**src/sv/dfw_pkg.sv**
```systemverilog
// ----------------------------------------------------------------------------
// dfw_pkg
// Shared types and constants of the dead flag-write filter.
// ----------------------------------------------------------------------------
`default_nettype none

package dfw_pkg;

  localparam int unsigned NUM_FLAGS_DEF = 16;
  localparam int unsigned ID_BITS_DEF   = 16;

  localparam int unsigned KIND_W = 2;
  localparam int unsigned FLAG_W = 4;
  localparam int unsigned IID_W  = 16;
  localparam int unsigned OUT_W  = 16;

  typedef enum logic [KIND_W-1:0] {
    KIND_SET = 2'd0,
    KIND_GET = 2'd1,
    KIND_END = 2'd2
  } kind_e;

  // Decoded request, already qualified by the input handshake and flag range
  typedef struct packed {
    logic do_set;
    logic do_get;
    logic do_end;
  } flag_req_t;

endpackage

`default_nettype wire

```
**src/sv/dfw_id_ram.sv**
```systemverilog
// ----------------------------------------------------------------------------
// dfw_id_ram
// Per-flag store of the pending set id. One port, read-first, registered read.
// ----------------------------------------------------------------------------
`default_nettype none

module dfw_id_ram
  import dfw_pkg::*;
#(
  parameter int unsigned DEPTH = NUM_FLAGS_DEF,
  parameter int unsigned AW    = 4,
  parameter int unsigned DW    = ID_BITS_DEF
) (
  input  wire logic          clk_i,
  input  wire logic          en_i,
  input  wire logic          we_i,
  input  wire logic [AW-1:0] addr_i,
  input  wire logic [DW-1:0] wdata_i,
  output logic      [DW-1:0] rdata_o
);

  logic [DW-1:0] mem [DEPTH];
  logic [DW-1:0] rdata_q;

  // Old contents come out when the same entry is rewritten in this cycle
  always_ff @(posedge clk_i) begin
    if (en_i) begin
      rdata_q <= mem[addr_i];
      if (we_i) begin
        mem[addr_i] <= wdata_i;
      end
    end
  end

  assign rdata_o = rdata_q;

endmodule

`default_nettype wire

```
**src/sv/dfw_flag_track.sv**
```systemverilog
// ----------------------------------------------------------------------------
// dfw_flag_track
// Pending and read bits per flag; flags a set that overwrites an unread one.
// ----------------------------------------------------------------------------
`default_nettype none

module dfw_flag_track
  import dfw_pkg::*;
#(
  parameter int unsigned NUM_FLAGS = NUM_FLAGS_DEF,
  parameter int unsigned AW        = 4
) (
  input  wire logic          clk_i,
  input  wire logic          rst_ni,
  input  wire flag_req_t     req_i,
  input  wire logic [AW-1:0] addr_i,
  output logic               useless_o
);

  logic [NUM_FLAGS-1:0] valid_q, valid_d;
  logic [NUM_FLAGS-1:0] read_q,  read_d;

  assign useless_o = req_i.do_set && valid_q[addr_i] && !read_q[addr_i];

  always_comb begin
    valid_d = valid_q;
    read_d  = read_q;
    priority if (req_i.do_end) begin
      valid_d = '0;
      read_d  = '0;
    end else if (req_i.do_set) begin
      valid_d[addr_i] = 1'b1;
      read_d[addr_i]  = 1'b0;
    end else if (req_i.do_get) begin
      if (valid_q[addr_i]) begin
        read_d[addr_i] = 1'b1;
      end
    end
  end

  always_ff @(posedge clk_i or negedge rst_ni) begin
    if (!rst_ni) begin
      valid_q <= '0;
      read_q  <= '0;
    end else begin
      valid_q <= valid_d;
      read_q  <= read_d;
    end
  end

  a_end_clears: assert property (@(posedge clk_i) disable iff (!rst_ni)
    req_i.do_end |=> (valid_q == '0) && (read_q == '0))
    else $error("end of block left a pending flag");

  a_read_needs_valid: assert property (@(posedge clk_i) disable iff (!rst_ni)
    (read_q & ~valid_q) == '0)
    else $error("read bit set on a flag with no pending set");

  a_req_onehot: assert property (@(posedge clk_i) disable iff (!rst_ni)
    $onehot0({req_i.do_set, req_i.do_get, req_i.do_end}))
    else $error("more than one operation in one request");

endmodule

`default_nettype wire

```
**src/sv/dead_flag_write_filter.sv**
```systemverilog
// ----------------------------------------------------------------------------
// dead_flag_write_filter
// Reports flag-set instructions whose value is overwritten before any read.
// ----------------------------------------------------------------------------
// Input channel (valid_i / stall_o) carries one instruction per request:
// kind_i (set, get, end of block), flag_id_i and instr_id_i. Output channel
// (valid_o / stall_i) carries the id of a useless set, at most one per input.
// Throughput: one request per cycle while stall_o is low. The per-flag
// pending/read bits live in flops and are updated in the accept cycle;
// the set id of each flag lives in a single-port RAM that is read and
// rewritten in that same cycle (read-first), so back-to-back requests to
// one flag need no bypass. The id of a useless set passes through the RAM
// read register (p1 stage), then the output register, before valid_o rises.
// Reset clears every pending flag and empties both stages; the id RAM is not
// cleared. When the receiver stalls, the output register holds its request
// and one more result can wait in the RAM read stage; stall_o rises only
// when both are full, and then every request waits, result or not.
// ----------------------------------------------------------------------------
`default_nettype none

module dead_flag_write_filter
  import dfw_pkg::*;
#(
  parameter int unsigned NUM_FLAGS = NUM_FLAGS_DEF,
  parameter int unsigned ID_BITS   = ID_BITS_DEF
) (
  input  wire logic              clk_i,
  input  wire logic              rst_ni,
  input  wire logic              valid_i,
  output logic                   stall_o,
  input  wire logic [KIND_W-1:0] kind_i,
  input  wire logic [FLAG_W-1:0] flag_id_i,
  input  wire logic [IID_W-1:0]  instr_id_i,
  output logic                   valid_o,
  input  wire logic              stall_i,
  output logic      [OUT_W-1:0]  useless_set_id_o
);

  localparam int unsigned AW = (NUM_FLAGS > 1) ? $clog2(NUM_FLAGS) : 1;

  logic                 accept;
  logic                 in_range;
  logic [AW+FLAG_W-1:0] flag_ext;
  logic [AW-1:0]        addr;
  logic [ID_BITS+IID_W-1:0] wid_ext;
  logic [ID_BITS-1:0]   wid;
  logic [ID_BITS-1:0]   rid;
  logic [ID_BITS+OUT_W-1:0] rid_ext;
  flag_req_t            req;
  logic                 useless;

  logic p1_valid_q, p1_valid_d, p1_move;
  logic out_valid_q, out_valid_d;
  logic [OUT_W-1:0] out_id_q;

  assign accept   = valid_i && !stall_o;
  assign flag_ext = {{AW{1'b0}}, flag_id_i};
  assign in_range = flag_ext < (AW+FLAG_W)'(NUM_FLAGS);
  assign addr     = flag_ext[AW-1:0];
  assign wid_ext  = {{ID_BITS{1'b0}}, instr_id_i};
  assign wid      = wid_ext[ID_BITS-1:0];

  always_comb begin
    req = '0;
    if (accept) begin
      unique case (kind_i)
        KIND_SET: req.do_set = in_range;
        KIND_GET: req.do_get = in_range;
        KIND_END: req.do_end = 1'b1;
        default:  req = '0;
      endcase
    end
  end

  dfw_flag_track #(
    .NUM_FLAGS (NUM_FLAGS),
    .AW        (AW)
  ) u_track (
    .clk_i     (clk_i),
    .rst_ni    (rst_ni),
    .req_i     (req),
    .addr_i    (addr),
    .useless_o (useless)
  );

  dfw_id_ram #(
    .DEPTH (NUM_FLAGS),
    .AW    (AW),
    .DW    (ID_BITS)
  ) u_ram (
    .clk_i   (clk_i),
    .en_i    (req.do_set),
    .we_i    (req.do_set),
    .addr_i  (addr),
    .wdata_i (wid),
    .rdata_o (rid)
  );

  assign rid_ext = {{OUT_W{1'b0}}, rid};

  // p1 stage: RAM read data holds the overwritten id
  assign p1_move     = p1_valid_q && (!out_valid_q || !stall_i);
  assign stall_o     = p1_valid_q && !p1_move;
  assign p1_valid_d  = useless || (p1_valid_q && !p1_move);
  assign out_valid_d = p1_move || (out_valid_q && stall_i);

  always_ff @(posedge clk_i or negedge rst_ni) begin
    if (!rst_ni) begin
      p1_valid_q  <= 1'b0;
      out_valid_q <= 1'b0;
    end else begin
      p1_valid_q  <= p1_valid_d;
      out_valid_q <= out_valid_d;
    end
  end

  always_ff @(posedge clk_i) begin
    if (p1_move) begin
      out_id_q <= rid_ext[OUT_W-1:0];
    end
  end

  assign valid_o          = out_valid_q;
  assign useless_set_id_o = out_id_q;

  a_stall_only_full: assert property (@(posedge clk_i) disable iff (!rst_ni)
    stall_o |-> p1_valid_q && out_valid_q && stall_i)
    else $error("input stalled with room downstream");

  a_result_from_set: assert property (@(posedge clk_i) disable iff (!rst_ni)
    (p1_valid_q && !$past(p1_valid_q)) |-> $past(req.do_set))
    else $error("result raised without an accepted set");

  a_p1_drains: assert property (@(posedge clk_i) disable iff (!rst_ni)
    (p1_valid_q && !out_valid_q) |=> out_valid_q)
    else $error("pending result not moved to an empty output register");

endmodule

`default_nettype wire

```
**config.mk**
```make
export PLATFORM = sky130hd
export DESIGN_NAME = dead_flag_write_filter
export DESIGN_NICKNAME = d
export VERILOG_FILES = /design/src/sv/dfw_pkg.sv /design/src/sv/dfw_id_ram.sv /design/src/sv/dfw_flag_track.sv /design/src/sv/dead_flag_write_filter.sv
export SDC_FILE = /design/constraint.sdc
export NUM_CORES = 1
export LEC_CHECK = 0
export BUFFER_PORTS_ARGS = -buffer_cell sky130_fd_sc_hd__buf_2
export CORE_MARGIN = 4
export CORE_UTILIZATION = 55
export DETAILED_ROUTE_END_ITERATION = 7
export PLACE_DENSITY = 0.75
export SETUP_SLACK_MARGIN = 0.05
export SYNTH_ARGS = -nofsm -noshare
export SYNTH_HDL_FRONTEND = slang
export SYNTH_SLANG_ARGS = --single-unit
```
**constraint.sdc**
```tcl
create_clock -name clk_i -period 2.75 [get_ports clk_i]
set_input_delay 0.275 -clock clk_i [delete_from_list [all_inputs] [get_ports clk_i]]
set_output_delay 0.275 -clock clk_i [all_outputs]
set_load 0.005 [all_outputs]
```
==> impl_metrics.tcl <==
set metrics [dict create \
    status "complete, no violations" \
    dp_hpwl_mm 15.8 \
    clkPwrFrac 0.425 \
    cp-start-kind "register" \
    syn_avg_cell_area_um2 21.0 \
    numPortBuffers 43 \
    arrival_ns 2.53 \
    p_int_mw 8.24 \
    yosys_warnings 0 \
    hold_class "in -> reg" \
    cts_buffer_depth 3 \
    worst_setup_path_end_kind "register" \
    clk_latency_ns 0.55 \
    timing.fmax_ghz 0.434 \
    routed.top_layer "met4" \
    ant_nets 0 \
    synthesis.nets 619 \
    power.leakage_nw 4.85 \
    yosysUniqueCellTypes 38 \
    fillCellCount 1400 \
    crit_chain "nand3_1, nand3b_1, nor2_2, buf_4, nand2_1, nor2_2, buf_4" \
    place_inst 927 \
    wl_met3_mm 1.80 \
    numCtsBuffers 31 \
    hold_violations 0 \
    r2r_slack_ns 0.45 \
    p_switching_mw 1.99 \
    cts_tree "built" \
    grt_pass1_vias 6302 \
    cts-root-buf "clkbuf_16" \
    die_h_um 159 \
    slew_violations 0 \
    antenna_found_initial 0 \
    synth-seq-cells 322 \
    period_minus_slack_ns 2.30 \
    netlist_top_cells_area "edfxtp_1, mux4_2, dfrtp_1" \
    synth_top_area_share 0.694 \
    synth_top_area_cell "edfxtp_1" \
    holdBufCountCts 2 \
    swShare 0.194 \
    wire_per_inst_um 25.9 \
    die_w_um 159 \
    p_total_mw 10.2 \
    drt-initial-drc-count 538 \
    clkSinkCount 322 \
    path_max_fanout 11 \
    routed-wl-met2_mm 13.5 \
    synth_edf_count 288 \
    antenna_cells 0 \
    wl_met1_mm 9.77 \
    rows 54 \
    htreeDepth 1 \
    post_cts_buffers 0 \
    totalWireLength_mm 25.6 \
    yosysSeqAreaShare 0.762 \
    vdd_drop_max_mv 0.805 \
    track_usage 0.212 \
    synth_ff_type "edfxtp_1" \
    critPathMaxStageDelay_ns 0.41 \
    viasPerCell 6.19 \
    core_um2 22000 \
    grt_pass1_wl_mm 39.1 \
    vias 6107 \
    rsz0062_at_grt "false" \
    slew_headroom 0.457 \
    required_ns 2.97 \
    syn_inst 593 \
    final.setup.tns_ns 0 \
    worst-setup-path-type "reg -> reg" \
    slowest_stage "dfrtp_1" \
    power_frac_comb 0.046 \
    syn-cell-area_um2 12500 \
    p_seq_frac 0.529 \
    grt_overflow_total 0 \
    grt_max_degree 47 \
    cts.clk_slew.worst_paths_ns 0.06 \
    dieArea_um2 25100 \
    area_growth_pct 15.0 \
    drc 0 \
    ys_async_sr_fraction 0.106 \
    skew_ns 0.0215 \
    nNetsFinal 708 \
    gp_congestion 0.789 \
    final-setup-viol-count 0 \
    post_cts_resized 0 \
    dr.pass1.iters 5 \
    fin_cells 986 \
    cap_violations 0 \
    max_slew.worst_pin.slew_ns 0.814 \
    drive_gt1_frac 0.343 \
    initial_utilization 0.566 \
    p_per_area_nw_per_um2 714 \
    post-route-period-util 0.838 \
    io_pins 44 \
]
==> cells in the final DEF (no fill, tap or decap), types with 2 or more instances in the layout <==
cell | synthesis | final
edfxtp_1 | 288 | 288
mux4_2 | 85 | 85
buf_4 | 0 | 44
buf_2 | 10 | 41
dfrtp_1 | 34 | 34
nor2_1 | 50 | 33
clkbuf_16 | 0 | 31
a21oi_1 | 18 | 18
nor2_2 | 0 | 17
o21ai_0 | 16 | 16
nand2_1 | 10 | 10
clkbuf_1 | 15 | 10
a32o_1 | 9 | 9
o21ai_1 | 6 | 6
nand3_1 | 5 | 5
bufinv_16 | 0 | 5
mux2i_1 | 4 | 4
clkbuf_8 | 0 | 4
buf_12 | 3 | 4
nand2b_1 | 3 | 3
nor2b_1 | 3 | 3
a31oi_1 | 3 | 3
a22o_1 | 3 | 3
clkinv_1 | 0 | 3
clkinv_2 | 0 | 3
or2_1 | 2 | 2
mux2_1 | 2 | 2
and2_1 | 2 | 2
dlygate4sd3_1 | 0 | 2
==> sequential cells by signal (all words and copies together) (netlist names) <==
| register | cells |
|---|---|
| p1_valid_q | 1 |
| u_ram.mem | 256 |
| u_ram.rdata_o | 16 |
| u_track.read_q | 16 |
| u_track.valid_q | 16 |
| useless_set_id_o | 16 |
| valid_o | 1 |
==> final timing paths <==
kind | startpoint | to | cells past startpoint
max | valid_o | u_ram.mem[7][8] | 7
min | instr_id_i[2] | u_ram.mem[7][2] | 1
min reg2reg | u_ram.rdata_o[10] | useless_set_id_o[10] | 0
max reg2reg | valid_o | u_ram.mem[7][8] | 7
max in group asynchronous | rst_ni | u_track.valid_q[11] | 2
min in group asynchronous | rst_ni | u_track.read_q[13] | 2
==> through the flow <==
stage / worst slack (ns) / hold WS [ns] / instance area, um^2 / util
floorplan: 0.0785 / -0.0206 / 12500 / -
global placement: 0.478 / 0.359 / 13300 / 0.602
detailed placement: 0.431 / 0.378 / 13300 / 0.602
CTS: 0.504 / 0.0914 / 14300 / 0.650
global route: 0.372 / 0.106 / 14300 / 0.650
finish: 0.446 / 0.109 / 14300 / 0.650
==> synthesized netlist by cell type, types with 5 or more instances <==
library cell / instances
nand3_1: 5
nand2_1: 10
buf_2: 10
nor2_1: 50
dfrtp_1: 34
edfxtp_1: 288
a32o_1: 9
a21oi_1: 18
mux4_2: 85
o21ai_1: 6
o21ai_0: 16
clkbuf_1: 15
==> per-layer routing <==
| metal | vias up | GRT usage |
|---|---|---|
| met1 | 3187 | 0.290 |
| met4 | 0 | 0.0394 |
| met5 | - | 0 |
| met3 | 40 | 0.0318 |
| li1 | 2613 | - |
| met2 | 267 | 0.371 |
==> cell families after synthesis <==
family          share of synthesized area
simple gates                       0.0290
buf+inv                            0.0179
mux                                 0.160
compound gates                     0.0310
flops                               0.762
==> cell type report <==
| type | count | area, um^2 | share of cell area |
|---|---|---|---|
| Multi-Input combinational cell | 234 | 2780 | 0.194 |
| Inverter | 2 | 7.51 | 0.000524 |
| Sequential cell | 322 | 9500 | 0.663 |
| Clock inverter | 12 | 184 | 0.0128 |
| Tap cell | 280 | 350 | 0.0245 |
| Timing Repair Buffer | 91 | 636 | 0.0444 |
| Clock buffer | 45 | 868 | 0.0606 |
==> worst max-delay path, delay by kind of cell (launching register included) <==
family	cells	cell delay [ns]
and+or+nand+nor	5	1.09
DFF	1	0.41
buffers and inverters	2	0.49
==> power by group through the flow <==
stage | logic (mW) | registers, mW | clock network [mW]
5_1_grt | 0.508 | 5.41 | 4.64
2_1_floorplan | 0.306 | 5.51 | 0
6_report | 0.469 | 5.41 | 4.34
3_3_place_gp | 0.448 | 5.51 | 0
4_1_cts | 0.475 | 5.41 | 4.41
3_5_place_dp | 0.469 | 5.51 | 0
(Power assumes the default switching activity.)
